--- src/hdl/rwe_pkg.sv ---
`timescale 1ns / 1ps
// ----------------------------------------------------------------------------
// rwe_pkg
// Shared types, widths and codes for the radio watchdog escalation block.
// ----------------------------------------------------------------------------
package rwe_pkg;

    localparam int TIME_W     = 32;
    localparam int STATE_W    = 5;
    localparam int COUNT_W    = 4;
    localparam int ACTION_W   = 3;
    localparam int TOTAL_W    = 32;
    localparam int CFG_IDX_W  = 2;
    localparam int CFG_DATA_W = 32;

    // configuration register indexes
    localparam logic [CFG_IDX_W-1:0] CFG_CHECK_INTERVAL = 2'd0;
    localparam logic [CFG_IDX_W-1:0] CFG_ESC_WINDOW     = 2'd1;
    localparam logic [CFG_IDX_W-1:0] CFG_MAX_FLUSHES    = 2'd2;
    localparam logic [CFG_IDX_W-1:0] CFG_MAX_RESETS     = 2'd3;

    // configuration reset values
    localparam logic [TIME_W-1:0]  RST_CHECK_INTERVAL = 32'd5000;
    localparam logic [TIME_W-1:0]  RST_ESC_WINDOW     = 32'd60000;
    localparam logic [COUNT_W-1:0] RST_MAX_FLUSHES    = 4'd3;
    localparam logic [COUNT_W-1:0] RST_MAX_RESETS     = 4'd3;

    // radio main state codes
    localparam logic [STATE_W-1:0] ST_IDLE     = 5'd1;
    localparam logic [STATE_W-1:0] ST_CAL_LO   = 5'd3;
    localparam logic [STATE_W-1:0] ST_CAL_HI   = 5'd12;
    localparam logic [STATE_W-1:0] ST_RX       = 5'd13;
    localparam logic [STATE_W-1:0] ST_RX_END   = 5'd14;
    localparam logic [STATE_W-1:0] ST_RX_RST   = 5'd15;
    localparam logic [STATE_W-1:0] ST_OVERFLOW = 5'd17;

    typedef enum logic [ACTION_W-1:0] {
        ACT_NONE       = 3'd0,
        ACT_SRX        = 3'd1,
        ACT_FLUSH_RX   = 3'd2,
        ACT_FLUSH_BOTH = 3'd3,
        ACT_RESET      = 3'd4,
        ACT_FAILED     = 3'd5
    } action_t;

    typedef struct packed {
        logic [TIME_W-1:0]  check_interval_ms;
        logic [TIME_W-1:0]  escalation_window_ms;
        logic [COUNT_W-1:0] max_flushes;
        logic [COUNT_W-1:0] max_resets;
    } cfg_t;

    typedef struct packed {
        action_t            action;
        logic [COUNT_W-1:0] flushes_in_window;
        logic [COUNT_W-1:0] resets_in_window;
        logic               failed;
        logic [TOTAL_W-1:0] recovery_total;
    } res_t;

endpackage

--- src/hdl/rwe_in_if.sv ---
`timescale 1ns / 1ps
// ----------------------------------------------------------------------------
// rwe_in_if
// Input channel: timestamp and radio main state, valid/ready handshake.
// ----------------------------------------------------------------------------
interface rwe_in_if;
    logic                        valid;
    logic                        ready;
    logic [rwe_pkg::TIME_W-1:0]  now_ms;
    logic [rwe_pkg::STATE_W-1:0] radio_state;

    modport source (output valid, output now_ms, output radio_state, input ready);
    modport sink   (input valid, input now_ms, input radio_state, output ready);
endinterface

--- src/hdl/rwe_out_if.sv ---
`timescale 1ns / 1ps
// ----------------------------------------------------------------------------
// rwe_out_if
// Result channel: recovery action and escalation status, valid/ready handshake.
// ----------------------------------------------------------------------------
interface rwe_out_if;
    logic                         valid;
    logic                         ready;
    logic [rwe_pkg::ACTION_W-1:0] action;
    logic [rwe_pkg::COUNT_W-1:0]  flushes_in_window;
    logic [rwe_pkg::COUNT_W-1:0]  resets_in_window;
    logic                         failed;
    logic [rwe_pkg::TOTAL_W-1:0]  recovery_total;

    modport source (output valid, output action, output flushes_in_window,
                    output resets_in_window, output failed, output recovery_total,
                    input ready);
    modport sink   (input valid, input action, input flushes_in_window,
                    input resets_in_window, input failed, input recovery_total,
                    output ready);
endinterface

--- src/hdl/rwe_cfg_regs.sv ---
`timescale 1ns / 1ps
// ----------------------------------------------------------------------------
// rwe_cfg_regs
// Configuration register file, written through a plain write port.
// ----------------------------------------------------------------------------
module rwe_cfg_regs (
    input  logic                            clk,
    input  logic                            rst_n,
    input  logic                            cfg_we,
    input  logic [rwe_pkg::CFG_IDX_W-1:0]   cfg_index,
    input  logic [rwe_pkg::CFG_DATA_W-1:0]  cfg_wdata,
    output rwe_pkg::cfg_t                   cfg
);
    import rwe_pkg::*;

    cfg_t cfg_reg;

    // register writes, masked to register width
    always_ff @(posedge clk or negedge rst_n)
    begin
        if (!rst_n)
        begin
            cfg_reg.check_interval_ms    <= RST_CHECK_INTERVAL;
            cfg_reg.escalation_window_ms <= RST_ESC_WINDOW;
            cfg_reg.max_flushes          <= RST_MAX_FLUSHES;
            cfg_reg.max_resets           <= RST_MAX_RESETS;
        end
        else if (cfg_we)
        begin
            unique case (cfg_index)
                CFG_CHECK_INTERVAL: cfg_reg.check_interval_ms    <= cfg_wdata[TIME_W-1:0];
                CFG_ESC_WINDOW:     cfg_reg.escalation_window_ms <= cfg_wdata[TIME_W-1:0];
                CFG_MAX_FLUSHES:    cfg_reg.max_flushes          <= cfg_wdata[COUNT_W-1:0];
                CFG_MAX_RESETS:     cfg_reg.max_resets           <= cfg_wdata[COUNT_W-1:0];
                default: ;
            endcase
        end
    end

    assign cfg = cfg_reg;

endmodule

--- src/hdl/rwe_check.sv ---
`timescale 1ns / 1ps
// ----------------------------------------------------------------------------
// rwe_check
// Health check evaluation and escalation state; state commits on advance.
// ----------------------------------------------------------------------------
module rwe_check (
    input  logic                         clk,
    input  logic                         rst_n,
    input  rwe_pkg::cfg_t                cfg,
    input  logic                         advance,
    input  logic [rwe_pkg::TIME_W-1:0]   now_ms,
    input  logic [rwe_pkg::STATE_W-1:0]  radio_state,
    output rwe_pkg::res_t                res
);
    import rwe_pkg::*;

    logic [TIME_W-1:0]  last_check_reg, last_check_next;
    logic [TIME_W-1:0]  window_start_reg, window_start_next;
    logic [COUNT_W-1:0] flush_cnt_reg, flush_cnt_next;
    logic [COUNT_W-1:0] reset_cnt_reg, reset_cnt_next;
    logic [TOTAL_W-1:0] total_reg, total_next;
    logic               failed_reg, failed_next;

    logic [TIME_W-1:0]  since_check;
    logic [TIME_W-1:0]  since_window;
    logic               due;
    logic               is_rx;
    logic               settling;
    logic               expired;
    logic [COUNT_W-1:0] flush_base;
    logic [COUNT_W-1:0] reset_base;
    action_t            action;

    // elapsed times, modulo 2^32
    assign since_check  = now_ms - last_check_reg;
    assign since_window = now_ms - window_start_reg;
    assign due          = (since_check >= cfg.check_interval_ms);
    assign expired      = (since_window > cfg.escalation_window_ms);
    assign is_rx        = (radio_state == ST_RX);
    assign settling     = ((radio_state >= ST_CAL_LO) && (radio_state <= ST_CAL_HI))
                          || (radio_state == ST_RX_END) || (radio_state == ST_RX_RST);

    // escalation decision
    always_comb
    begin
        last_check_next   = last_check_reg;
        window_start_next = window_start_reg;
        flush_cnt_next    = flush_cnt_reg;
        reset_cnt_next    = reset_cnt_reg;
        total_next        = total_reg;
        failed_next       = failed_reg;
        action            = ACT_NONE;
        flush_base        = flush_cnt_reg;
        reset_base        = reset_cnt_reg;
        if (due)
        begin
            last_check_next = now_ms;
            if (is_rx)
            begin
                flush_cnt_next    = '0;
                reset_cnt_next    = '0;
                window_start_next = now_ms;
            end
            else if (!settling)
            begin
                total_next = total_reg + TOTAL_W'(1);
                if (expired)
                begin
                    flush_base        = '0;
                    reset_base        = '0;
                    window_start_next = now_ms;
                end
                flush_cnt_next = flush_base;
                reset_cnt_next = reset_base;
                priority if (radio_state == ST_IDLE)
                begin
                    action = ACT_SRX;
                end
                else if (flush_base < cfg.max_flushes)
                begin
                    flush_cnt_next = flush_base + COUNT_W'(1);
                    action = (radio_state == ST_OVERFLOW) ? ACT_FLUSH_RX : ACT_FLUSH_BOTH;
                end
                else if (reset_base < cfg.max_resets)
                begin
                    reset_cnt_next = reset_base + COUNT_W'(1);
                    action = ACT_RESET;
                end
                else
                begin
                    failed_next = 1'b1;
                    action = ACT_FAILED;
                end
            end
        end
    end

    // watchdog state
    always_ff @(posedge clk or negedge rst_n)
    begin
        if (!rst_n)
        begin
            last_check_reg   <= '0;
            window_start_reg <= '0;
            flush_cnt_reg    <= '0;
            reset_cnt_reg    <= '0;
            total_reg        <= '0;
            failed_reg       <= 1'b0;
        end
        else if (advance)
        begin
            last_check_reg   <= last_check_next;
            window_start_reg <= window_start_next;
            flush_cnt_reg    <= flush_cnt_next;
            reset_cnt_reg    <= reset_cnt_next;
            total_reg        <= total_next;
            failed_reg       <= failed_next;
        end
    end

    assign res.action            = action;
    assign res.flushes_in_window = flush_cnt_next;
    assign res.resets_in_window  = reset_cnt_next;
    assign res.failed            = failed_next;
    assign res.recovery_total    = total_next;

endmodule

--- src/hdl/radio_watchdog_escalation.sv ---
`timescale 1ns / 1ps
// ----------------------------------------------------------------------------
// radio_watchdog_escalation
// Radio watchdog: periodic health checks with escalating recovery actions.
// ----------------------------------------------------------------------------
// Usage:
//   item   : one word per health sample, a millisecond timestamp and the
//            radio main state code, valid/ready handshake.
//   result : one word per accepted item: recovery action, flush and reset
//            counts in the current window, sticky failed flag, total count
//            of unhealthy checks.
//   cfg    : plain write port for check interval, escalation window and the
//            flush and reset limits; write only while the block is idle.
//   An accepted item is loaded into the input register, then into the result
//   register once that is free, which raises result.valid. Throughput is one
//   word per cycle while the receiver does not stall; the watchdog state
//   commits as a word moves into the result register, so the next word is
//   checked against the committed state.
//   Reset clears all watchdog state and loads the default configuration.
//   When the receiver stalls, the result register and then the input
//   register hold their words and item.ready falls; nothing is dropped.
// ----------------------------------------------------------------------------
module radio_watchdog_escalation (
    input  logic                            clk,
    input  logic                            rst_n,
    input  logic                            cfg_we,
    input  logic [rwe_pkg::CFG_IDX_W-1:0]   cfg_index,
    input  logic [rwe_pkg::CFG_DATA_W-1:0]  cfg_wdata,
    rwe_in_if.sink                          item,
    rwe_out_if.source                       result
);
    import rwe_pkg::*;

    cfg_t               cfg;
    res_t               res;
    res_t               res_reg;
    logic               out_valid_reg;
    logic               in_valid_reg;
    logic [TIME_W-1:0]  now_reg;
    logic [STATE_W-1:0] state_reg;
    logic               out_free;
    logic               advance;
    logic               in_take;

    // configuration registers
    rwe_cfg_regs u_cfg (
        .clk       (clk),
        .rst_n     (rst_n),
        .cfg_we    (cfg_we),
        .cfg_index (cfg_index),
        .cfg_wdata (cfg_wdata),
        .cfg       (cfg)
    );

    // pipeline flow control
    assign out_free   = !out_valid_reg || result.ready;
    assign advance    = in_valid_reg && out_free;
    assign item.ready = !in_valid_reg || out_free;
    assign in_take    = item.valid && item.ready;

    // input register
    always_ff @(posedge clk or negedge rst_n)
    begin
        if (!rst_n)
        begin
            in_valid_reg <= 1'b0;
        end
        else if (item.ready)
        begin
            in_valid_reg <= item.valid;
        end
    end

    always_ff @(posedge clk)
    begin
        if (in_take)
        begin
            now_reg   <= item.now_ms;
            state_reg <= item.radio_state;
        end
    end

    // check evaluation and watchdog state
    rwe_check u_check (
        .clk         (clk),
        .rst_n       (rst_n),
        .cfg         (cfg),
        .advance     (advance),
        .now_ms      (now_reg),
        .radio_state (state_reg),
        .res         (res)
    );

    // result register
    always_ff @(posedge clk or negedge rst_n)
    begin
        if (!rst_n)
        begin
            out_valid_reg <= 1'b0;
        end
        else if (out_free)
        begin
            out_valid_reg <= in_valid_reg;
        end
    end

    always_ff @(posedge clk)
    begin
        if (advance)
        begin
            res_reg <= res;
        end
    end

    assign result.valid             = out_valid_reg;
    assign result.action            = res_reg.action;
    assign result.flushes_in_window = res_reg.flushes_in_window;
    assign result.resets_in_window  = res_reg.resets_in_window;
    assign result.failed            = res_reg.failed;
    assign result.recovery_total    = res_reg.recovery_total;

`ifndef NO_ASSERTIONS
    // a failure action always comes with the sticky flag set
    a_fail_flag: assert property (@(posedge clk) disable iff (!rst_n)
        (out_valid_reg && (res_reg.action == ACT_FAILED)) |-> res_reg.failed)
        else $error("failure action without failed flag");

    // once reported failed, later words stay failed
    a_fail_sticky: assert property (@(posedge clk) disable iff (!rst_n)
        (advance && res_reg.failed && $past(advance)) |-> res.failed)
        else $error("failed flag cleared");

    // a stalled result word is not replaced by the next one
    a_no_overwrite: assert property (@(posedge clk) disable iff (!rst_n)
        (out_valid_reg && !result.ready) |-> !advance)
        else $error("result register overwritten while stalled");
`endif

endmodule

--- src/flat_wrapper.sv ---
// flat-port wrapper written by rule: the top's interface ports become plain ports
module radio_watchdog_escalation_flat import rwe_pkg::*;
  (clk, rst_n, cfg_we, cfg_index, cfg_wdata, item_valid, item_now_ms, item_radio_state, item_ready, result_valid, result_action, result_flushes_in_window, result_resets_in_window, result_failed, result_recovery_total, result_ready);
  rwe_in_if item_i ();
  rwe_out_if result_i ();
  input  logic clk;
  input  logic rst_n;
  input  logic cfg_we;
  input  logic [rwe_pkg::CFG_IDX_W-1:0] cfg_index;
  input  logic [rwe_pkg::CFG_DATA_W-1:0] cfg_wdata;
  input wire logic [$bits(item_i.valid)-1:0] item_valid;
  input wire logic [$bits(item_i.now_ms)-1:0] item_now_ms;
  input wire logic [$bits(item_i.radio_state)-1:0] item_radio_state;
  output wire logic [$bits(item_i.ready)-1:0] item_ready;
  output wire logic [$bits(result_i.valid)-1:0] result_valid;
  output wire logic [$bits(result_i.action)-1:0] result_action;
  output wire logic [$bits(result_i.flushes_in_window)-1:0] result_flushes_in_window;
  output wire logic [$bits(result_i.resets_in_window)-1:0] result_resets_in_window;
  output wire logic [$bits(result_i.failed)-1:0] result_failed;
  output wire logic [$bits(result_i.recovery_total)-1:0] result_recovery_total;
  input wire logic [$bits(result_i.ready)-1:0] result_ready;
  assign item_i.valid = item_valid;
  assign item_i.now_ms = item_now_ms;
  assign item_i.radio_state = item_radio_state;
  assign item_ready = item_i.ready;
  assign result_valid = result_i.valid;
  assign result_action = result_i.action;
  assign result_flushes_in_window = result_i.flushes_in_window;
  assign result_resets_in_window = result_i.resets_in_window;
  assign result_failed = result_i.failed;
  assign result_recovery_total = result_i.recovery_total;
  assign result_i.ready = result_ready;
  radio_watchdog_escalation u_core (.clk(clk), .rst_n(rst_n), .cfg_we(cfg_we), .cfg_index(cfg_index), .cfg_wdata(cfg_wdata), .item(item_i), .result(result_i));
endmodule
--- config.mk ---
export PLATFORM = sky130hd
export DESIGN_NAME = radio_watchdog_escalation_flat
export DESIGN_NICKNAME = d
export VERILOG_FILES = /design/src/hdl/rwe_pkg.sv /design/src/hdl/rwe_in_if.sv /design/src/hdl/rwe_out_if.sv /design/src/hdl/rwe_cfg_regs.sv /design/src/hdl/rwe_check.sv /design/src/hdl/radio_watchdog_escalation.sv /design/src/flat_wrapper.sv
export SDC_FILE = /design/constraint.sdc
export NUM_CORES = 1
export LEC_CHECK = 0
export BUFFER_PORTS_ARGS = -buffer_cell sky130_fd_sc_hd__buf_2
export CAP_MARGIN = 15
export CORE_ASPECT_RATIO = 0.7
export CORE_UTILIZATION = 50
export CTS_BUF_LIST = sky130_fd_sc_hd__clkbuf_8
export CTS_CLUSTER_DIAMETER = 40
export CTS_CLUSTER_SIZE = 28
export DETAILED_ROUTE_END_ITERATION = 6
export PLACE_DENSITY = 0.68
export SLEW_MARGIN = 25
export SYNTH_ARGS = -nofsm -noshare
export SYNTH_HDL_FRONTEND = slang
export SYNTH_SLANG_ARGS = --single-unit
--- constraint.sdc ---
create_clock -name clk -period 6.8 [get_ports clk]
set_input_delay 0.34 -clock clk [delete_from_list [all_inputs] [get_ports clk]]
set_output_delay 0.34 -clock clk [all_outputs]
set_load 0.01 [all_outputs]
==> flow_summary.toml <==
[critical_path]
critPathKind = "reg -> reg"
crit_required_ps = 7230
cp-end-kind = "flop"
r2r_start = "u_core.now_reg[0]"
worstRegToRegCells = 29
slowest_stage = "fa_1"
r2r_setup_slack_ps = 360
cp_max_fo = 13
start_kind = "flop"
r2r_end = "u_core.result.resets_in_window[2]"
cpPeakStageDelay_ps = 410
arrival_ps = 6870

[timing]
fmax_mhz = 155
setup_tns_ps = 0
relSlewSlack_pct = 38.4
fin_skew_ps = 32.7
layout_min_cycle_time_ps = 6440
maxSlewViolCount = 0
rsz0062_at_grt = "no"
fin_ws_ps = 362
timing.final.hold_violations = 0
finalSetupViolations = 0
fin_crit_sh_pct = 94.7
worst_pin_slew_ps = 923

[yosys]
yosysSeqAreaShare_pct = 45.3
synth_edf_count = 81
synth.cell_area_um2 = 15300
netlist_instances = 1513
yosysMostFrequentCell = "dfrtp_1"
ys_warn_count = 0
synthesis.nets = 1726
yosys-top-cells-count = "dfrtp_1, inv_1, nand2_1"
async_flop_share_pct = 68.8
synth_ff_type = "dfrtp_1"
yosysTopAreaCellShare_pct = 26.7
ys_types = 77
synth-seq-cells = 260
syn_area_per_cell_um2 = 10.1
yosys-top-cells-area = "dfrtp_1, edfxtp_1, ha_1"
synth_area_leader_cell = "dfrtp_1"

[detailed_routing]
routed_wl_um = 36600
drt_iter0_drc = 793
avgViaCountPerCell = 5.45
drc = 0
drt-wirelength-per-cell_um = 17.0
firstDrtPassIters = 5
postRouteAntennaNets = 0
route.vias.total = 11700

[finish]
fill_cells = 2630
antenna_cells = 0
largest_register_ffs = 72
drive_gt1_share_pct = 18.7
layout.nets = 1924
syn_to_final_growth_pct = 16.5

[grt]
grt_pass1_vias = 11400
track_usage_pct = 24.0
antenna_found_initial = 0
grt_pass1_wl_um = 59400
grt.overflow.total = 0
grt_max_degree = 74

[die]
placementRows = 53
core_um2 = 30000
ios = 122
die-area_um2 = 31300
die_h_um = 148
die_w_um = 211
start_util_pct = 50.9

[outcome]
status = "completed"

[cts]
clk_pin_slew_ps = 90
clkSinkCount = 260
tritoncts = "yes"
insertion_delay_ps = 570
cts_buffers = 36
ctsLongestPathBuffers = 3
htreeDepth = 2
cts_root_buf = "clkbuf_8"

[worst_hold_path]
hp-start = "cfg_wdata[29]"
min_path_cells = 3
hp-class = "in -> reg"
whs_endpoint = "u_core.u_cfg.cfg[69]"

[placement]
gp_congestion = 0.901
hpwlAfterDp_um = 26600
port_buffers = 121
dp_slack_ps = -47.7

[power_and_ir_drop]
seq_power_share_pct = 27.7
internal_power_uw = 4560
p_per_area_nw_per_um2 = 456
p_leak_uw = 0.00812
ir_drop_mv = 0.259
netSwitchingPower_uw = 3560
clockPowerShare_pct = 14.9
totalPowerFinal_uw = 8120
p_comb_share_pct = 57.4
switching_share_pct = 43.8

[run]
drv_cap = 0
[worst max-delay path: cells and delay by family, from the launching register on]
| family | cells | cell delay [ps] |
|---|---|---|
| muxes | 1 | 350 |
| buffers and inverters | 5 | 590 |
| adders and majority gates | 4 | 1140 |
| DFF | 1 | 400 |
| AOI/OAI and AO/OA | 10 | 2380 |
| and+or+nand+nor | 9 | 1460 |
[worst max-delay path by stage]
stage	startpoint	endpoint	slack, ps	depth (start not counted)
final	u_core.now_reg[0]	u_core.result.resets_in_window[2]	360	29
after global routing	u_core.now_reg[0]	u_core.result.resets_in_window[2]	20	29
after CTS	u_core.now_reg[0]	u_core.result.resets_in_window[3]	60	28
after detailed placement	u_core.now_reg[0]	u_core.result.flushes_in_window[3]	-50	28
after global placement	u_core.now_reg[0]	u_core.result.flushes_in_window[3]	200	28
after floorplan	u_core.now_reg[0]	u_core.result.failed	660	30
[cell usage in the layout (no fill, tap or decap), drive strengths merged, types with 28 or more instances in the layout]
cell and count:
xor2 45, o21ai 107, clkbuf 38, nor2 72, mux2 76, buf 143
xnor2 73, nand3 45, a21o 28, dfrtp 163, ha 135, inv 165
dlygate4sd3 59, nand2 151, edfxtp 81, a21oi 82, nor3 28
[logic make-up (layout without fill, tap and decap cells)]
logic type,count (synthesis),after routing,share of synthesized area (%)
and+or+nand+nor,409,409,13.0
AOI/OAI and AO/OA,312,312,12.8
DFF,260,260,45.3
buffers and inverters,198,422,5.05
adders and majority gates,137,137,11.3
xor gates and xnor gates,118,118,6.76
muxes,79,79,5.79
[layout make-up]
type | count | area (µm²) | area share, %
clock inverters | 26 | 175 | 0.983
flip-flops and latches | 260 | 6930 | 38.9
well taps | 412 | 515 | 2.89
clock buffers | 38 | 523 | 2.94
inverters | 156 | 587 | 3.29
multi-input cells | 1055 | 7690 | 43.1
repair buffers | 202 | 1400 | 7.84
[metal layers]
| metal | wire length [µm] | vias to the layer above | track usage, % |
|---|---|---|---|
| li1 | - | 5710 | - |
| met1 | 18400 | 5650 | 36.5 |
| met2 | 15600 | 286 | 34.8 |
| met3 | 1920 | 58 | 4.54 |
| met4 | 714 | 0 | 6.56 |
| met5 | 0 | - | 0 |
[through the flow]
step                cells  util (%)  cell area [µm²]  hold slack (ps)
floorplan            1513         -            15300             44.4
global placement     2020      54.6            16400              325
detailed placement   2020      54.6            16400              328
CTS                  2143      58.9            17700             1.21
global route         2149      59.3            17800             27.2
finish               2149      59.3            17800             27.9
[power by group through the flow]
stage	clock network, µW	logic [µW]	registers [µW]
floorplan	0	3310	2240
global placement	0	4250	2260
detailed placement	0	4390	2270
CTS	1250	4470	2240
global route	1310	5240	2290
finish	1210	4660	2250
[timing repair]
action                                  in CTS  in global routing
gates cloned                                 0                  0
endpoints found under the setup margin       4                 20
pin swaps                                    0                  3
hold buffers                                59                  0
endpoints found under the hold margin      107                  0
resized for setup                            3                 11
setup buffers                                0                  6
Power figures use the tool's default switching activity.
